==> src/sv/tgpm_pkg.sv <==
`timescale 1ns / 1ps
`default_nettype none
package tgpm_pkg;

	// Geometry
	localparam int FRAME_WIDTH  = 132;
	localparam int PAGE_COUNT   = 8;
	localparam int GLYPH_WIDTH  = 9;
	localparam int TEXT_ROWS    = 6;
	localparam int TEXT_COLS    = 14;
	localparam int GLYPH_COUNT  = 128;
	localparam int DEAD_LEFT    = 2;
	localparam int PAGE_HEIGHT  = 8;
	localparam int GLYPH_HEIGHT = 10;

	localparam int FRAME_DEPTH = PAGE_COUNT * FRAME_WIDTH;
	localparam int FONT_DEPTH  = GLYPH_COUNT * GLYPH_WIDTH;
	localparam int FADDR_W     = $clog2(FRAME_DEPTH);
	localparam int FIDX_W      = $clog2(FONT_DEPTH);
	localparam int FCOL_W      = $clog2(TEXT_COLS * GLYPH_WIDTH + DEAD_LEFT + FRAME_WIDTH);
	localparam int PAGE_W      = 4;
	localparam int QUEUE_DEPTH = 2;

	localparam logic [15:0] GLYPH_BITS    = 16'h03FF;
	localparam logic [15:0] UNDERLINE_BIT = 16'h0200;
	localparam logic [15:0] ALL_ONES      = 16'hFFFF;
	localparam logic [7:0]  GLYPH_MASK    = 8'h7F;

	typedef enum logic [1:0] {
		CMD_FONT  = 2'd0,
		CMD_CHAR  = 2'd1,
		CMD_CLEAR = 2'd2,
		CMD_READ  = 2'd3
	} cmd_t;

	// Classified request handed from front to back
	typedef struct packed {
		cmd_t              cmd;
		logic              bad;
		logic [PAGE_W-1:0] page;
		logic [2:0]        shift;
		logic [15:0]       keep;
		logic [15:0]       tog;
		logic [FCOL_W-1:0] fcol_base;
		logic [FIDX_W:0]   fbase;
		logic [10:0]       font_index;
		logic [9:0]        font_word;
		logic [10:0]       frame_address;
	} item_t;

endpackage
`default_nettype wire

==> src/sv/tgpm_front.sv <==
`timescale 1ns / 1ps
`default_nettype none
module tgpm_front (
	input  wire logic [1:0]     command,
	input  wire logic [2:0]     text_row,
	input  wire logic [3:0]     text_col,
	input  wire logic [7:0]     char_code,
	input  wire logic           underline,
	input  wire logic [10:0]    font_index,
	input  wire logic [9:0]     font_word,
	input  wire logic [10:0]    frame_address,
	output tgpm_pkg::item_t     item
);

	logic [6:0]  row_x10;
	logic [15:0] tog_raw;
	logic        row_bad;
	logic        col_bad;

	// Row geometry and range checks
	always_comb begin
		row_x10 = 7'(text_row) * 7'(tgpm_pkg::GLYPH_HEIGHT);
		row_bad = 32'(text_row) >= tgpm_pkg::TEXT_ROWS;
		col_bad = 32'(text_col) >= tgpm_pkg::TEXT_COLS;
		tog_raw = underline ? tgpm_pkg::UNDERLINE_BIT : 16'h0000;
		if (char_code[7]) begin
			tog_raw = tog_raw ^ tgpm_pkg::GLYPH_BITS;
		end
	end

	// Classification
	always_comb begin
		item.cmd = tgpm_pkg::cmd_t'(command);
		case (item.cmd)
			tgpm_pkg::CMD_FONT:  item.bad = 32'(font_index) >= tgpm_pkg::FONT_DEPTH;
			tgpm_pkg::CMD_CHAR:  item.bad = row_bad | col_bad;
			tgpm_pkg::CMD_CLEAR: item.bad = row_bad;
			tgpm_pkg::CMD_READ:  item.bad = 32'(frame_address) >= tgpm_pkg::FRAME_DEPTH;
			default:             item.bad = 1'b1;
		endcase
		item.page      = tgpm_pkg::PAGE_W'(row_x10 / tgpm_pkg::PAGE_HEIGHT);
		item.shift     = 3'({text_row, 1'b0});
		item.keep      = (tgpm_pkg::GLYPH_BITS << item.shift) ^ tgpm_pkg::ALL_ONES;
		item.tog       = tog_raw << item.shift;
		// row clear sweeps the whole page from column zero
		if (item.cmd == tgpm_pkg::CMD_CLEAR) begin
			item.fcol_base = '0;
		end else begin
			item.fcol_base = tgpm_pkg::FCOL_W'(text_col)
				* tgpm_pkg::FCOL_W'(tgpm_pkg::GLYPH_WIDTH)
				+ tgpm_pkg::FCOL_W'(tgpm_pkg::DEAD_LEFT);
		end
		item.fbase     = (tgpm_pkg::FIDX_W + 1)'(char_code & tgpm_pkg::GLYPH_MASK)
			* (tgpm_pkg::FIDX_W + 1)'(tgpm_pkg::GLYPH_WIDTH);
		item.font_index    = font_index;
		item.font_word     = font_word;
		item.frame_address = frame_address;
	end

endmodule
`default_nettype wire

==> config.mk <==
export PLATFORM = sky130hd
export DESIGN_NAME = tgpm_front
export DESIGN_NICKNAME = d
export VERILOG_FILES = /design/src/sv/tgpm_pkg.sv /design/src/sv/tgpm_front.sv
export SDC_FILE = /design/constraint.sdc
export NUM_CORES = 1
export LEC_CHECK = 0
export BUFFER_PORTS_ARGS = -buffer_cell sky130_fd_sc_hd__clkbuf_2
export CORE_AREA = 2 2 61 63
export DETAILED_ROUTE_END_ITERATION = 8
export DIE_AREA = 0 0 63 65
export PLACE_DENSITY = 0.8
export REMOVE_ABC_BUFFERS = 1
export SYNTH_ARGS = -nofsm -noshare
export SYNTH_HDL_FRONTEND = slang
export SYNTH_SLANG_ARGS = --single-unit
==> constraint.sdc <==
create_clock -name vclk -period 2.28
set_clock_uncertainty 0.15 [all_clocks]
set_input_delay 0.114 -clock vclk [all_inputs]
set_output_delay 0.114 -clock vclk [all_outputs]
set_load 0.02 [all_outputs]
# --- Word level (Yosys, flattened, before mapping) ---
# Index checks and enable logic that the tools add are counted.
op_classes:
  n_mux: 4
  eq_ne: 3
  bitwise_logic: 3
  n_lt_le_gt_ge: 4
  addsub: 1
  n_shift: 2
  n_reduce_logical: 1
  mul: 3
op_table:
  columns: ["op", "count"]
  rows:
  - ["greater-or-equal comparator 11 bit, second input constant", 2]
  - ["two-way mux 10 bit", 2]
  - ["NOT 16 bit", 1]
  - ["left shift 10 x 3 -> 16 bit, first input constant", 1]
  - ["left shift 16 x 3 -> 16 bit", 1]
  - ["multiplier 7 x 4 -> 11 bit, second input constant", 1]
  - ["NOT 10 bit", 1]
  - ["adder 8 x 2 -> 9 bit, second input constant", 1]
  - ["two-way mux 9 bit", 1]
  - ["multiplier 4 x 4 -> 8 bit, second input constant", 1]
  - ["multiplier 3 x 3 -> 6 bit, second input constant", 1]
  - ["equality test 2 bit, second input constant", 2]
  - ["greater-or-equal comparator 4 bit, second input constant", 1]
  - ["one-hot mux 1 bit (4 select lines)", 1]
  - ["greater-or-equal comparator 3 bit, second input constant", 1]
  - ["equality test 2 x 1 -> 1 bit, second input constant", 1]
  - ["zero test 2 bit", 1]
  - ["bitwise OR 1 bit", 1]
totals:
  wordCells: 21
  output_inout_bits: 95
  regBits: 0

# --- Logic depth before layout (Yosys ltp) ---
# Gate-level depths: netlist of the first run.
depth:
  depth_word: 4
  mapped_depth: 6
  mapped_depth_nobuf: 6

# --- Worst setup path before layout of the first run ---
# No wires, ideal clock.
synth_timing:
  path_kind: "in2out"
  startpoint: "input port char_code[1]"
  endpoint: "output port item[40] (netlist name)"
  stages: 6
  slack_ps: 405
  arrival_time_ps: 1611
  cell_sequence: "ha_1 -> ha_1 -> fa_1 -> a21o_1 -> a21oi_1 -> xnor2_1"
synth_rtl:
  columns: ["element", "line_no", "source"]
  rows:
  - ["start, declared", "tgpm_front.sv:7", "input wire logic [7:0] char_code,"]
  - ["end, declared", "tgpm_front.sv:12", "output tgpm_pkg::item_t item"]

==> key figures, run 1 <==
Timing
  – Post-route clock period utilization: 91.9%
  – Fin. max-slew vios: 0
  – Final hold vios: 0
  – Worst slew margin: 66.4%
  – Final setup fails: 0
  – Measured slew at the worst slew-check pin: 0.502 ns
  – Setup repair after global routing missed its margin: false
  – Worst setup slack after layout: 0.186 ns
  – Total negative slack for setup checks: 0 ns
  – Maximum clock frequency: 0.477 GHz
  – Final critical delay including setup and external delays: 2.09 ns
  – Hold Worst Slack: 0.0781 ns

Critical path
  – Worst setup EP type: output port
  – Count of buffer and inverter cells on the critical path: 2
  – Critical path peak fanout: 2
  – Dominant delay contributor by cell family on the critical path: adder cells
  – Arrival time of data at the critical path endpoint: 1.83 ns
  – Critical-path cell with the highest stage delay: fa_1
  – Maximum single-stage delay on the critical path: 0.40 ns
  – Startpoint type of the worst setup path: input port
  – Startpoint-to-endpoint class of the critical path: input port to output port
  – Start point of the critical path: char_code[1]
  – Chain of cells forming the critical path: clkbuf_2 -> ha_1 -> ha_1 -> fa_1 -> a21o_1 -> a21oi_1 -> xnor2_1 -> clkbuf_2
  – Data required time at the worst endpoint: 2.02 ns

Min path
  – Path class of the lowest-slack min-delay path: input port to output port
  – Hold path cells: 0
  – Hold Path End: item[2]
  – Min-Delay Startpoint: frame_address[2]

Synth
  – Adder-Cell Fraction of Synth Area: 19.9%
  – Share of cell area taken by muxes after synthesis: 0%
  – Post-Syn Instances: 141
  – Number of library cell types mapped by synthesis: 30
  – Dominant combinational cell family by area after synthesis: buffers and inverters
  – Syn Area/Cell: 7.40 µm²
  – Xor and xnor fraction of the mapped netlist area: 7.55%
  – Compound-Gate Fraction of Synth Area: 11.2%
  – Post-synthesis sequential area ratio: 0%
  – YS warnings: 0
  – Basic-gate share of the synthesized area counting and, or, nand and nor cells: 16.4%
  – Cell Area, Synth: 1040 µm²

Placed design
  – Port bufs: 94
  – Cell count after placement: 229
  – Estimated wirelength of the detail-placed design: 2530 µm
  – Global placer's final weighted congestion: 0.749
  – Minimum setup slack after placement: 0.185 ns

Drt
  – DRC marker count from the first detailed-route iteration: 7
  – Remaining routing DRC violations: 0
  – Average via count per standard cell: 4.47
  – Routed wire length: 2810 µm
  – Post-DR wirelength/cell: 12.3 µm
  – Number of nets with antenna violations after detailed routing: 0
  – Number of vias after detailed routing: 1023
  – Detailed-router iteration count before antenna repair: 4

Cells and area
  – Number of flip-flops and latches: 0
  – Most common library cell in the layout ignoring fill and taps: clkbuf_2
  – Share of final-layout standard cells stronger than drive strength 1: 51.9%
  – Signed area change from the synthesized netlist to the final layout: 10.2%
  – Leading cell types in the layout, fill and taps excluded: 94 x clkbuf_2, 15 x ha_1, 8 x nor2_1
  – Clock buf count: 0
  – N_diodes: 0
  – Count of nets after finishing: 249
  – Sequential cell area: 0 µm²
  – Non-Filler Instances: 229

Outcome
  – Status: completed

Die
  – Height of the die: 65 µm
  – Die width: 63 µm
  – Die Outline Area: 4100 µm²
  – Number of core rows: 22
  – Total core area: 3500 µm²
  – Ports: 145
  – Effective utilization at floorplan: 29.8%

Clocking
  – Count of cells resized by post-cts repair: 0
  – Cts-stage hold buffer count: 0
  – Setup bufs post-CTS: 0

Global route
  – Vias in the first global route: 946
  – Grt total ovfl: 0
  – Number of antenna violations at the first check in global routing: 0
  – Global router's overall resource usage: 13.1%
  – Global-route wire length before repair: 4350 µm
  – Maximum number of pins on one net before global-route repair: 15

Pwr
  – Power density normalized to cell area: 311 nW/µm²
  – Leak Pwr: 0.718 nW
  – Power after layout: 357 µW
  – Maximum ir drop on the vdd rail: 132 µV

Flow run
  – Max-Cap Viols: 0
## how the worst max path moves through the flow
stage | endpoint | cells after the start
after floorplan | item[40] | 6
after global placement | item[40] | 8
after detailed placement | item[40] | 8
after CTS | item[40] | 8
after global routing | item[40] | 8
final | item[40] | 8
## layout make-up
type               instances  area (µm²)
inverters                  5        18.8
well taps                 48        60.1
repair buffers            94         470
fillers                  387        2350
multi-input cells         82         601
## per-layer routing
metal  part of all wire [%]  track usage (%)
met1                     39             15.7
met2                     44             22.2
met3                     16             5.73
met4                      0                0
met5                      0             6.94
## kinds of logic (layout without fill, tap and decap cells)
group	after synthesis	in the layout
AOI/OAI and AO/OA	17	17
and+or+nand+nor	33	33
xor gates and xnor gates	9	9
other	1	7
adders and majority gates	16	16
buffers and inverters	65	99
## synth_stat cells
cell type  number  area share (%)
buf_4          59              42
ha_1           15              18
nor2_1          8             2.9
nor2b_1         7             4.2
xnor2_1         7             5.9
inv_1           5             1.8
nand2_1         5             1.8
a21oi_1         4             1.9
and2_1          3             1.8
and3_1          3             1.8
o21ai_0         3             1.4
a21o_1          2             1.4
nor3_1          2            0.96
xor2_1          2             1.7
a211oi_1        1            0.72
a21boi_0        1            0.72
a221o_1         1            0.96
a31oi_1         1            0.60
a32oi_1         1            0.84
clkbuf_1        1            0.36
conb_1          1            0.36
fa_1            1             1.9
nand2b_1        1            0.60
nand3_1         1            0.48
nor4_1          1            0.60
o211ai_1        1            0.72
o21a_1          1            0.72
o221a_1         1             1.1
or3_1           1            0.60
or4_1           1            0.72
## per-stage QoR
step | util (%) | cell area, µm²
after global routing | 32.9 | 1150
final | 32.9 | 1150
after global placement | 32.9 | 1150
after detailed placement | 32.9 | 1150
after CTS | 32.9 | 1150
after floorplan | - | 619
## power breakdown
group	leakage [nW]	total (mW)	switching, mW	internal, mW
registers	0	0	0	0
clock network	0	0	0	0
logic	0.718	0.357	0.232	0.125
No activity file was read; power rests on OpenSTA's default activity.
==> run 2: changes to the inputs <==
Settings changed: CAP_MARGIN from default to 10.
Clock period 2.28 ns to 2 ns, I/O delays scaled along.
==> run 2 against run 1 <==
Compared with the run above:
- die area did not move
- largest power group unchanged
- first-iteration DRC count grew 110%
- critical path depth stayed put
- critical path type unchanged
==> key figures, run 2 (same netlist as run 1, synthesis figures left out) <==
Outcome
  – Status: completed

Critical path
  – Worst setup EP type: output port
  – Arrival time of data at the critical path endpoint: 1.63 ns
  – Startpoint type of the worst setup path: input port
  – Data required time at the worst endpoint: 1.75 ns
  – Critical path peak fanout: 2
  – Startpoint-to-endpoint class of the critical path: input port to output port

Pwr
  – Internal Power: 156 µW
  – Switch share: 63.3%
  – Maximum ir drop on the vdd rail: 152 µV
  – Power density normalized to cell area: 352 nW/µm²
  – Sequential cell fraction of total power: 0%
  – Leak Pwr: 0.733 nW
  – Part of the power in the clock network: 0%
  – Part of the power in combinational logic: 100.0%
  – Power after layout: 426 µW
  – Net switching component of the power: 270 µW

Drt
  – Detailed-router iteration count before antenna repair: 3
  – Remaining routing DRC violations: 0
  – Number of nets with antenna violations after detailed routing: 0
  – Number of vias after detailed routing: 1033
  – Routed wire length: 2880 µm
  – Average via count per standard cell: 4.45
  – DRC marker count from the first detailed-route iteration: 15
  – Post-DR wirelength/cell: 12.4 µm

Die
  – Number of core rows: 22
  – Height of the die: 65 µm
  – Die Outline Area: 4100 µm²
  – Effective utilization at floorplan: 29.8%
  – Ports: 145
  – Die width: 63 µm
  – Total core area: 3500 µm²

Cells and area
  – Utilization after layout: 34.6%
  – Non-Filler Instances: 232
  – Most common library cell in the layout ignoring fill and taps: clkbuf_2
  – Leading cell types in the layout, fill and taps excluded: 92 x clkbuf_2, 13 x ha_1, 8 x nor2_1
  – Signed area change from the synthesized netlist to the final layout: 15.8%
  – Count of nets after finishing: 252
  – Sequential cell area: 0 µm²
  – Multi-input gate area: 632 µm²
  – Layout fillers: 369
  – Design area: 1210 µm²
  – Clock buf count: 0
  – Number of flip-flops and latches: 0
  – Share of final-layout standard cells stronger than drive strength 1: 54.9%
  – N_diodes: 0

Timing
  – Final critical delay including setup and external delays: 1.88 ns
  – Maximum clock frequency: 0.532 GHz
  – Final hold vios: 0
  – Final setup fails: 0
  – Fin. max-slew vios: 0
  – Measured slew at the worst slew-check pin: 0.525 ns
  – Worst setup slack after layout: 0.119 ns
  – Worst slew margin: 64.9%
  – Setup repair after global routing missed its margin: false
  – Post-route clock period utilization: 94.0%

Min path
  – Path class of the lowest-slack min-delay path: input port to output port

Global route
  – Number of antenna violations at the first check in global routing: 0
  – Vias in the first global route: 958
  – Global-route wire length before repair: 4320 µm
  – Maximum number of pins on one net before global-route repair: 15
  – Grt total ovfl: 0
  – Global router's overall resource usage: 13.1%

Flow run
  – Max-Cap Viols: 0

Placed design
  – Post-Place Cell Area: 1160 µm²
  – Estimated wirelength of the detail-placed design: 2550 µm
  – Minimum setup slack after placement: -0.0834 ns
  – Cell count after placement: 231
  – Port bufs: 94
  – Global placer's final weighted congestion: 0.745

Clocking
  – Cts-stage hold buffer count: 0
-- run 2: cell types whose count changed in the layout (fill, tap and decap cells not counted), sizes merged --
cell	change
buf	+5
clkbuf	-2
-- run 2: area by class of cell --
cell class,count,area share [%]
Multi-Input combinational cell,82,52.3
Inverter,5,1.55
Timing Repair Buffer,97,41.2
Tap cell,48,4.97
-- run 2: final timing paths --
path              cells past startpoint  slack (ns)             start  endpoint
setup / recovery                      8        0.12      char_code[1]  item[40]
hold / removal                        0        0.05  frame_address[2]   item[2]
-- run 2: power by group through the flow --
stage	combinational, mW	clock (mW)	sequential, mW
global placement	0.406	0	0
detailed placement	0.413	0	0
floorplan	0.226	0	0
global route	0.461	0	0
CTS	0.419	0	0
finish	0.426	0	0
-- run 2: metal layers --
layer / vias up / GRT usage, % / share of wire (%)
met5: - / 5.56 / 0
met4: 0 / 0.556 / 0
met3: 0 / 6.25 / 16
met2: 98 / 23.5 / 47
met1: 442 / 14.4 / 37
li1: 493 / - / -
-- run 2: per-stage QoR --
| step | hold WS, ns | setup TNS, ns |
|---|---|---|
| 3_5_place_dp | 0.0501 | -0.0834 |
| 3_3_place_gp | 0.0501 | -0.0437 |
| 4_1_cts | 0.0501 | 0 |
| 2_1_floorplan | 0.0500 | 0 |
| 6_report | 0.0501 | 0 |
| 5_1_grt | 0.0501 | 0 |
-- run 2: critical path: stages --
cell	delay, ns
clkbuf_2	0.11
ha_4	0.25
ha_4	0.16
fa_2	0.38
a21o_1	0.18
a21oi_2	0.17
xnor2_1	0.13
buf_4	0.16
-- run 2: timing repair --
item,4_1_cts,5_1_grt
pin swaps,0,3
endpoints found under the setup margin,1,3
gates resized for setup,3,6
setup buffers,0,1
