`src/sv/tgpm_pkg.sv`:
```
`timescale 1ns / 1ps
`default_nettype none
package tgpm_pkg;

	// Geometry
	localparam int FRAME_WIDTH  = 132;
	localparam int PAGE_COUNT   = 8;
	localparam int GLYPH_WIDTH  = 9;
	localparam int TEXT_ROWS    = 6;
	localparam int TEXT_COLS    = 14;
	localparam int GLYPH_COUNT  = 128;
	localparam int DEAD_LEFT    = 2;
	localparam int PAGE_HEIGHT  = 8;
	localparam int GLYPH_HEIGHT = 10;

	localparam int FRAME_DEPTH = PAGE_COUNT * FRAME_WIDTH;
	localparam int FONT_DEPTH  = GLYPH_COUNT * GLYPH_WIDTH;
	localparam int FADDR_W     = $clog2(FRAME_DEPTH);
	localparam int FIDX_W      = $clog2(FONT_DEPTH);
	localparam int FCOL_W      = $clog2(TEXT_COLS * GLYPH_WIDTH + DEAD_LEFT + FRAME_WIDTH);
	localparam int PAGE_W      = 4;
	localparam int QUEUE_DEPTH = 2;

	localparam logic [15:0] GLYPH_BITS    = 16'h03FF;
	localparam logic [15:0] UNDERLINE_BIT = 16'h0200;
	localparam logic [15:0] ALL_ONES      = 16'hFFFF;
	localparam logic [7:0]  GLYPH_MASK    = 8'h7F;

	typedef enum logic [1:0] {
		CMD_FONT  = 2'd0,
		CMD_CHAR  = 2'd1,
		CMD_CLEAR = 2'd2,
		CMD_READ  = 2'd3
	} cmd_t;

	// Classified request handed from front to back
	typedef struct packed {
		cmd_t              cmd;
		logic              bad;
		logic [PAGE_W-1:0] page;
		logic [2:0]        shift;
		logic [15:0]       keep;
		logic [15:0]       tog;
		logic [FCOL_W-1:0] fcol_base;
		logic [FIDX_W:0]   fbase;
		logic [10:0]       font_index;
		logic [9:0]        font_word;
		logic [10:0]       frame_address;
	} item_t;

endpackage
`default_nettype wire

```
`src/sv/tgpm_queue.sv`:
```
`timescale 1ns / 1ps
`default_nettype none
module tgpm_queue (
	input  wire logic            clk,
	input  wire logic            arst_n,
	input  wire logic            wr_en,
	input  tgpm_pkg::item_t      wr_item,
	input  wire logic            rd_en,
	output tgpm_pkg::item_t      rd_item,
	output logic                 q_full,
	output logic                 q_empty
);

	localparam int PTR_W = $clog2(tgpm_pkg::QUEUE_DEPTH);

	tgpm_pkg::item_t    mem_q [tgpm_pkg::QUEUE_DEPTH];
	logic [PTR_W-1:0]   wr_ptr_q;
	logic [PTR_W-1:0]   rd_ptr_q;
	logic [PTR_W:0]     count_q;

	assign q_full  = count_q == (PTR_W + 1)'(tgpm_pkg::QUEUE_DEPTH);
	assign q_empty = count_q == '0;
	assign rd_item = mem_q[rd_ptr_q];

	// Storage
	always_ff @(posedge clk) begin
		if (wr_en) begin
			mem_q[wr_ptr_q] <= wr_item;
		end
	end

	// Pointers and fill count
	always_ff @(posedge clk or negedge arst_n) begin
		if (!arst_n) begin
			wr_ptr_q <= '0;
			rd_ptr_q <= '0;
			count_q  <= '0;
		end else begin
			if (wr_en) begin
				wr_ptr_q <= wr_ptr_q + 1'b1;
			end
			if (rd_en) begin
				rd_ptr_q <= rd_ptr_q + 1'b1;
			end
			if (wr_en && !rd_en) begin
				count_q <= count_q + 1'b1;
			end else if (rd_en && !wr_en) begin
				count_q <= count_q - 1'b1;
			end
		end
	end

	assert property (@(posedge clk) disable iff (!arst_n) q_full |-> !wr_en)
		else $error("queue write while full");
	assert property (@(posedge clk) disable iff (!arst_n) q_empty |-> !rd_en)
		else $error("queue read while empty");
	assert property (@(posedge clk) disable iff (!arst_n)
		wr_en && !rd_en |=> !q_empty)
		else $error("queue lost a request");

endmodule
`default_nettype wire

```
`config.mk`:
```
export PLATFORM = sky130hd
export DESIGN_NAME = tgpm_queue
export DESIGN_NICKNAME = d
export VERILOG_FILES = /design/src/sv/tgpm_pkg.sv /design/src/sv/tgpm_queue.sv
export SDC_FILE = /design/constraint.sdc
export NUM_CORES = 1
export LEC_CHECK = 0
export ABC_AREA = 1
export BUFFER_PORTS_ARGS = -buffer_cell sky130_fd_sc_hd__buf_2
export CAP_MARGIN = 20
export CORE_MARGIN = 2
export CORE_UTILIZATION = 25
export DETAILED_ROUTE_END_ITERATION = 6
export HOLD_SLACK_MARGIN = 0.06
export PLACE_DENSITY = 0.54
export SYNTH_ARGS = -nofsm -noshare
export SYNTH_HDL_FRONTEND = slang
export SYNTH_SLANG_ARGS = --single-unit
```
`constraint.sdc`:
```
create_clock -name clk -period 8.8 [get_ports clk]
set_clock_uncertainty 0.2 [all_clocks]
set_input_delay 1.32 -clock clk [delete_from_list [all_inputs] [get_ports clk]]
set_output_delay 1.32 -clock clk [all_outputs]
set_load 0.005 [all_outputs]
```
-- Word-level counts from Yosys, hierarchy flattened
Memories as Yosys holds them, arrays and structs flattened.
Index checks and enable logic that the tools add are counted.
- bits in registers: 4
- memory bits (writable): 190
- bits of input ports: 99
- output and inout bits: 97
- word-level logic and storage cells: 19
- memories kept: 1
- add/sub/neg operators: 4
- eq/ne operators: 1
- muxes and demuxes: 4
- reduce and logical (&&, ||, !) cells: 6
- memory list (memory ; words ; width ; read ports ; clocked after memory_dff ; wr ports ; line ; source):
    mem_q ; 2 ; 95 ; 1 ; 0 ; 1 ; tgpm_queue.sv:16 ; tgpm_pkg::item_t mem_q [tgpm_pkg::QUEUE_DEPTH];
- operators with widths (cell ; count):
    $mux 2 ; 2
    $add 1x1->1 const B ; 2
    $add 2x1->2 const B ; 1
    $eq 2x2->1 const B ; 1
    $logic_and 1x1->1 ; 2
    $logic_not 1->1 ; 2
    $logic_not 2->1 ; 1
    $mux 1 ; 2
    $reduce_bool 2->1 ; 1
    $sub 2x1->2 const B ; 1

-- Depth between registers and ports, before layout
Gate-level depths: netlist of the first run.
- depth after elaboration: 4
- mapped depth: 7
- depth with buffers taken out: 7

-- Least setup slack after synthesis of the first run
OpenSTA, ideal clock, no wires.
- kind: input to register
- start point: input wr_en
- end point: memory mem_q[0][0] (netlist bit) (enable)
- setup time: 552 ps
- arrival: 5337 ps
- data required time: 8048 ps
- slack: 2711 ps
- stages: 2
- buffers on the path: 0
- path through: inv_1 -> nor2_1
- word-level cells in the longest chain between the ends: 2
- RTL lines (item ; line ; source):
    start: declaration ; tgpm_queue.sv:6 ; input wire logic wr_en,
    $mux 1 ; tgpm_queue.sv:27 ; if (wr_en) begin
    $mux 1 (not written as such) ; tgpm_queue.sv:28 ; mem_q[wr_ptr_q] <= wr_item;
    end: declaration ; tgpm_queue.sv:16 ;
Every way passes these cells.

==> results.cfg, run 1 <==
[outcome]
status = finished, final reports clean

[clocking]
numCtsBuffers = 17
cts_hold_buf = 0
cts_root_buffer = clkbuf_16
postCtsResizedCells = 0
cts_sinks = 194
cts_setup_buffers = 0
cts.path.max_buffers = 2
tritoncts = done
ctsHtreeMaxLevel = 4
clk_latency_ns = 0.42
path_clk_slew_ns = 0.08

[routing]
drtIter0Drc = 214
routedWlPerCell_um = 15.4
wl_um = 14300
route.detailed.drc = 0
vias = 3690
ant_nets = 0
vias_per_cell = 3.98
first_pass_iters = 4

[placement]
gp_congestion = 0.711
placed_area_sq_um = 8630
io_buffers = 195
place_hpwl_um = 9390

[grt]
grtUsageTotal_pct = 9.46
grt_first_pass_wirelength_um = 22000
grt_start_max_net_pins = 55
grt_pass1_vias = 4024
gr-total-overflow = 0
antenna_found_initial = 2

[critical_path]
critical-path-max-stage-delay_ns = 0.90
critPathRequiredTime_ns = 7.28
cp_slowest_cell = dfrtp_4
crit_start = rd_ptr_q$_DFFE_PN0P_
crit_type = register to output port
path_buf_inv = 2
arrival_ns = 2.72
crit_chain = buf_4 > mux2_2 > buf_2
start_kind = register
r2r_start = wr_ptr_q$_DFFE_PN0P_
crit_family = buffers and inverters
cp_max_fo = 50
endpoint_kind = output port

[sta]
slew_viol_final = 0
setup_tns_ns = 0
finalSetupViolCount = 0
min_period_ns = 4.24
maxSlewHeadroom_pct = 42.2
max_freq_mhz = 236
worst_pin_slew_ns = 0.866
rsz0062_at_grt = false
period_share_pct = 48.2
hold_viol = 0

[synthesis]
netlist_instances = 321
synth_edf_count = 190
syn-mean-instance-area_sq_um = 22.6
synth_top_area_share_pct = 78.6
ys_ff_latch = 194
async_reset_ff_share_pct = 2.06
syn_nets = 421
yosys.area.top_type = edfxtp_1
yosysWarnings = 0
synth_common_cells = edfxtp_1 (190), mux2_2 (55), mux2_4 (40)
synth_flop_cell = edfxtp_1
netlist_top_cells_area = edfxtp_1 (79%), mux2_2 (8.5%), mux2_4 (8.3%)
synthesis.area_sq_um = 7260
synth.distinct_cells = 16
yosysSeqAreaShare_pct = 79.9
yosysMostFrequentCell = edfxtp_1

[power_and_ir_drop]
ir_drop_uv = 166
power.leakage_uw = 0.00352
power.density_nw_per_um2 = 305

[floorplanning]
coreArea_sq_um = 28600
die_area_sq_um = 30400
start_util_pct = 25.4
io_pins = 196
die_x_um = 174
die_h_um = 174
rows = 62

[min_path]
hp-class = register to register
hp-start = wr_ptr_q$_DFFE_PN0P_

[final_layout]
fin_area_sq_um = 9220
drive_gt1_share_pct = 60.8
finish.net_count = 628
syn_to_final_growth_pct = 26.9

[flow_run]
maxCapViolations = 0
## layer usage
layer  wire length [um]  GRT usage (%)  up-vias
met5                 13              0        -
met4                160           2.59        2
met3               1120           3.92       12
met2               6730           15.2      134
met1               6240           11.8     1869
li1                   -              -     1673
## sequential cells by signal, summed over array words and instances, names as in the netlist
register and cells:
wr_ptr_q 1, rd_ptr_q 1, mem_q 190, count_q 2
## report_power, final
group | internal (uW) | switching, uW | leakage [uW] | total (uW)
registers | 1230 | 89.8 | 0.00183 | 1320
clock network | 382 | 376 | 0.000283 | 758
logic | 399 | 338 | 0.00141 | 737
total | 2010 | 804 | 0.00352 | 2810
## worst reg2reg max path, stage by stage, from the launching register on
cell and delay, ns:
dfrtp_1 0.42, nand2_1 0.11, inv_4 0.43, buf_4 0.74
## path summary, 6_finish.rpt
kind | endpoint | slack, ns | depth (start not counted)
max | rd_item[72] | 4.56 | 3
min | wr_ptr_q$_DFFE_PN0P_ | 0.35 | 1
max reg2reg | mem_q[1][62]$_DFFE_PP_ | 6.48 | 3
min reg2reg | wr_ptr_q$_DFFE_PN0P_ | 0.35 | 1
max in group asynchronous | rd_ptr_q$_DFFE_PN0P_ | 7.77 | 1
min in group asynchronous | rd_ptr_q$_DFFE_PN0P_ | 0.49 | 1
## cell usage in the layout, fill, tap and decap left out
cell	count
buf_2	195
buf_4	4
clkbuf_16	17
clkinv_4	1
clkinv_8	2
clkinvlp_4	1
dfrtp_1	3
dfrtp_4	1
diode_2	1
edfxtp_1	190
ha_1	1
inv_1	6
inv_4	1
inv_6	7
inv_8	4
mux2_2	55
mux2_4	40
nand2_1	5
nand3_1	1
nand4_1	1
nor2_1	2
nor2_4	1
xnor2_1	1
xor2_1	2
## logic make-up (layout without fill, tap and decap cells)
kind of cell	after synthesis	count (layout)	synth area share (%)
xor+xnor	3	3	0.362
fa+ha+maj	1	1	0.172
buf+inv	18	238	2.17
simple gates	10	10	0.568
flops	194	194	79.9
other cells	0	1	0
mux	95	95	16.8
## per-stage QoR
stage          hold WS (ns)  setup slack, ns  std cells  power, uW  utilization [%]
5_1_grt               0.364             4.34        925       2970             32.2
2_1_floorplan         0.263             2.71        321       1830                -
6_report              0.349             4.56        926       2810             32.2
3_5_place_dp          0.319             4.93        893       2100             30.2
3_3_place_gp          0.278             4.97        893       2080             30.2
4_1_cts               0.340             4.44        925       2870             32.2
## layout make-up
cell class                 instances  area, sq um
antenna                            1         2.50
clock buffer                      17          425
clock inverter                    15          155
fill                            2777        19400
inverter                           7         28.8
multi-input combinational        109         1310
sequential                       194         5810
tap                              384          480
timing repair buffer             199         1010
Note: power is estimated with default switching activity, not from simulation.
==> run 2: changes to the inputs <==
PLACE_DENSITY = 0.56   (was 0.54)
clock period = 3.6 ns   (was 8.8 ns; I/O delays follow)
==> results.cfg, run 2 (same netlist as run 1, synthesis figures left out) <==
[min_path]
whs_path_depth = 1
hp-class = input port to register
hp-start = wr_item[66]
holdPathEnd = mem_q[1][66]$_DFFE_PP_

[critical_path]
arrival_ns = 2.11
start_kind = register
endpoint_kind = output port
cp_max_fo = 29
crit_type = register to output port
critPathRequiredTime_ns = 2.86
r2r-end = mem_q[1][74]$_DFFE_PP_
reg2reg_setup_slack_ns = 1.64
r2r_start = wr_ptr_q$_DFFE_PN0P_
r2r_cells = 3

[power_and_ir_drop]
clockPowerShare_pct = 27.1
p_int_uw = 5020
power.density_nw_per_um2 = 745
power.leakage_uw = 0.00354
p_sw_share_pct = 27.1
ir_drop_uv = 401
power.switching_uw = 1870
p_seq_share_pct = 46.0
power_frac_comb_pct = 26.9

[routing]
ant_nets = 0
wl_um = 13900
route.detailed.drc = 0
first_pass_iters = 4
vias_per_cell = 3.87
vias = 3589
routedWlPerCell_um = 15.0
drtIter0Drc = 150

[sta]
rsz0062_at_grt = false
worst_pin_slew_ns = 0.731
max_freq_mhz = 351
hold_viol = 0
slew_viol_final = 0
finalSetupViolCount = 0
period_share_pct = 79.1
maxSlewHeadroom_pct = 51.3
setup_tns_ns = 0
min_period_ns = 2.85

[final_layout]
layout_commonest_cell = buf_2
largest_register_ffs = 190
multi_input_area_sq_um = 1310
reg_top3 = mem_q x190, count_q x2
drive_gt1_share_pct = 60.3
largest_register = mem_q
syn_to_final_growth_pct = 27.4
layout_common_cells = buf_2 (195), edfxtp_1 (190), mux2_2 (55)
post-route-util_pct = 32.3
ff_latch_area_sq_um = 5810
finish.net_count = 630
fillCellCount = 2740

[clocking]
cts_setup_buffers = 0
cts_sinks = 194
path_clk_slew_ns = 0.07
postCtsResizedCells = 0
numCtsBuffers = 17
cts.path.max_buffers = 2
tritoncts = done
clk_latency_ns = 0.42
cts_hold_buf = 1
ctsHtreeMaxLevel = 4
cts_root_buffer = clkbuf_16

[floorplanning]
die_h_um = 174
die_area_sq_um = 30400
start_util_pct = 25.4
rows = 62
io_pins = 196
coreArea_sq_um = 28600
die_x_um = 174

[grt]
antenna_found_initial = 3
grt_start_max_net_pins = 50
grt_pass1_vias = 3922
grt_first_pass_wirelength_um = 21300
grtUsageTotal_pct = 9.18
gr-total-overflow = 0

[placement]
gp_congestion = 0.704
place_hpwl_um = 9550
io_buffers = 195

[flow_run]
maxCapViolations = 0

[outcome]
status = finished, final reports clean
-- run 2: cell types whose count changed in the layout (fill, tap and decap cells not counted), moves of 2 or more --
| cell | before | now |
|---|---|---|
| clkinv_2 | 0 | 2 |
| inv_8 | 4 | 1 |
| clkinv_1 | 0 | 2 |
| bufinv_16 | 0 | 2 |
| buf_12 | 0 | 2 |
| inv_6 | 7 | 5 |
| clkinv_8 | 2 | 0 |
-- run 2: worst max-delay path: stages, from the launching register on --
cell and delay [ns]:
dfrtp_4 0.69, buf_4 0.43, mux2_2 0.40, buf_2 0.13
-- run 2: layer usage --
metal | up-vias | GRT usage (%) | part of all wire [%]
li1 | 1682 | - | -
met3 | 12 | 3.35 | 8.2
met4 | 4 | 3.26 | 1.1
met5 | - | 0 | 0.19
met2 | 139 | 15.8 | 49
met1 | 1752 | 10.5 | 41
-- run 2: worst max path at each step --
stage | start | to | slack [ns]
floorplan | wr_en | mem_q[1][0]$_DFFE_PP_ | 0.52
global placement | rd_ptr_q$_DFFE_PN0P_ | rd_item[3] | 1.25
detailed placement | rd_ptr_q$_DFFE_PN0P_ | rd_item[20] | 1.18
CTS | rd_ptr_q$_DFFE_PN0P_ | rd_item[20] | 0.71
global route | rd_ptr_q$_DFFE_PN0P_ | rd_item[20] | 0.67
finish | rd_ptr_q$_DFFE_PN0P_ | rd_item[20] | 0.75
-- run 2: layout make-up --
cell class | count | share of cell area [%]
Sequential cell | 194 | 62.8
Multi-Input combinational cell | 109 | 14.1
Timing Repair Buffer | 201 | 11.3
Tap cell | 384 | 5.19
Clock buffer | 17 | 4.60
Clock inverter | 14 | 1.61
Inverter | 7 | 0.311
Antenna cell | 1 | 0.0270
-- run 2: through the flow --
| stage | cells | cell area [sq um] | setup WS, ns | hold slack, ns | total power [uW] |
|---|---|---|---|---|---|
| finish | 927 | 9250 | 0.751 | 0.102 | 6900 |
| global route | 926 | 9250 | 0.673 | 0.0753 | 7270 |
| CTS | 926 | 9250 | 0.714 | 0.0790 | 7030 |
| detailed placement | 894 | 8660 | 1.18 | 0.154 | 5140 |
| global placement | 894 | 8660 | 1.25 | 0.145 | 5080 |
| floorplan | 321 | 7270 | 0.517 | 0.0444 | 4450 |
-- run 2: power by group through the flow --
stage	combinational (uW)	clock [uW]	sequential (uW)
2_1_floorplan	1310	0	3140
3_3_place_gp	1870	0	3210
3_5_place_dp	1900	0	3230
4_1_cts	1910	1940	3180
5_1_grt	2020	2030	3220
6_report	1850	1870	3170
==> run 3: changes to the inputs <==
ABC_AREA = 0   (was 1)
PLACE_DENSITY = 0.54   (was 0.56)
clock period = 2.8 ns   (was 3.6 ns; I/O delays follow)
==> results.cfg, run 3 <==
[outcome]
status = finished, final reports clean

[synthesis]
yosysWarnings = 0
syn_nets = 412
synth_common_cells = edfxtp_1 (190), mux2_2 (55), mux2_4 (40)
synth.distinct_cells = 15
yosys.area_share.simple_pct = 0.363
yosysMostFrequentCell = edfxtp_1
synth_flop_cell = edfxtp_1
netlist_top_cells_area = edfxtp_1 (79%), mux2_2 (8.6%), mux2_4 (8.3%)
synth_top_area_share_pct = 78.8
netlist_instances = 312
ys_ff_latch = 194
synth_edf_count = 190
syn-mean-instance-area_sq_um = 23.2
async_reset_ff_share_pct = 2.06
synth_compound_area_share_pct = 0
yosysSeqAreaShare_pct = 80.2
synth.area.mux_share_pct = 16.8
synth_fa_ha_area_share_pct = 0.173
yosys.area.top_type = edfxtp_1
synthesis.area_sq_um = 7240
synth_top_family_by_area = multiplexers
synth_xor_area_share_pct = 0.605

[placement]
io_buffers = 195
place_hpwl_um = 9260
gp_congestion = 0.716
place_ws_ns = 0.776

[routing]
route.detailed.drc = 0
vias = 3954
drtIter0Drc = 161
first_pass_iters = 4
routedWlPerCell_um = 14.3
vias_per_cell = 3.89
ant_nets = 0
wl_um = 14600

[critical_path]
critPathRequiredTime_ns = 2.18
critical-path-max-stage-delay_ns = 0.58
endpoint_kind = output port
crit_family = flip-flops
cp_slowest_cell = dfrtp_4
start_kind = register
crit_chain = buf_12 > mux2_2 > buf_2
cp_max_fo = 36
arrival_ns = 1.85
path_buf_inv = 2
crit_type = register to output port

[floorplanning]
io_pins = 196
die_x_um = 174
die_h_um = 174
die_area_sq_um = 30400
rows = 62
coreArea_sq_um = 28600
start_util_pct = 25.3

[final_layout]
reg_top3 = mem_q x190, count_q x2
antenna_cells = 0
layout_common_cells = buf_2 (195), edfxtp_1 (190), dlygate4sd3_1 (98)
syn_to_final_growth_pct = 41.6
finish.net_count = 720
layout_commonest_cell = buf_2
largest_register_ffs = 190
post-route-util_pct = 35.8
largest_register = mem_q
drive_gt1_share_pct = 52.3
fillCellCount = 2675

[grt]
grt_start_max_net_pins = 74
grtUsageTotal_pct = 9.73
grt_first_pass_wirelength_um = 22600
antenna_found_initial = 0
grt_pass1_vias = 4471
gr-total-overflow = 0

[clocking]
path_clk_slew_ns = 0.08
cts_root_buffer = clkbuf_16
ctsHtreeMaxLevel = 4
cts_hold_buf = 98
cts_sinks = 194
cts.path.max_buffers = 2
tritoncts = done
cts_setup_buffers = 0
numCtsBuffers = 17
clk_latency_ns = 0.43
postCtsResizedCells = 0

[sta]
worst_pin_slew_ns = 0.432
slew_viol_final = 0
min_period_ns = 2.47
rsz0062_at_grt = false
max_freq_mhz = 404
period_share_pct = 88.3
setup_tns_ns = 0
maxSlewHeadroom_pct = 71.2
finalSetupViolCount = 0
hold_viol = 0
setup_ws_ns = 0.327

[power_and_ir_drop]
ir_drop_uv = 394
power.leakage_uw = 0.00394
power.density_nw_per_um2 = 877

[flow_run]
maxCapViolations = 0

[min_path]
hp-class = input port to async pin
[run 3: cell types whose count changed in the layout (fill, tap and decap cells not counted), moves of 2 or more]
cell,previous run,this run
xor2_1,2,4
inv_1,6,1
buf_12,2,5
inv_8,1,3
clkinv_1,2,0
clkinv_4,1,6
inv_6,5,2
nand2_1,5,0
dlygate4sd3_1,1,98
[run 3: final cells by class]
type	instances	area [sq um]	share of cell area (%)
clock buffers	18	429	4.19
clock inverters	14	146	1.43
inverters	1	3.75	0.0366
multi-input cells	106	1310	12.8
flip-flops and latches	194	5810	56.7
well taps	384	480	4.69
repair buffers	300	2070	20.2
[run 3: logic make-up (layout without fill, tap and decap cells)]
kind of cell  count (synthesis)  after routing
flops                       194            194
mux                          95             95
buf+inv                      12            333
xor+xnor                      5              5
simple gates                  5              5
fa+ha+maj                     1              1
[run 3: where the power goes]
group | internal, uW | leakage (uW) | switching [uW]
clock network | 1260 | 0.000281 | 1110
logic | 1430 | 0.00183 | 1170
registers | 3850 | 0.00183 | 183
[run 3: routing by layer]
layer / vias to the layer above / routed length (um) / GRT usage (%)
li1: 1850 / - / -
met1: 1960 / 6300 / 11.1
met3: 10 / 976 / 3.52
met2: 134 / 7120 / 16.8
met4: 0 / 186 / 3.50
met5: - / 0 / 0
[run 3: worst paths after layout]
check	from	endpoint	slack (ns)	depth (start not counted)
hold / removal	arst_n	rd_ptr_q$_DFFE_PN0P_	0.15	2
setup / recovery	rd_ptr_q$_DFFE_PN0P_	rd_item[74]	0.33	3
hold reg to reg	count_q[1]$_DFFE_PN0P_	count_q[1]$_DFFE_PN0P_	0.29	1
min in group clk	count_q[1]$_DFFE_PN0P_	count_q[1]$_DFFE_PN0P_	0.29	1
setup reg to reg	wr_ptr_q$_DFFE_PN0P_	mem_q[0][42]$_DFFE_PP_	1.24	2
max in group asynchronous	arst_n	rd_ptr_q$_DFFE_PN0P_	2.11	2
[run 3: through the flow]
step,area [sq um],hold WS (ns),total power [uW],std cells
after floorplan,7250,-0.0756,5700,312
after global placement,8700,0.0330,6600,887
after detailed placement,8700,0.0373,6670,887
after CTS,10300,0.113,9190,1017
after global routing,10300,0.138,9520,1017
final,10300,0.146,9000,1017
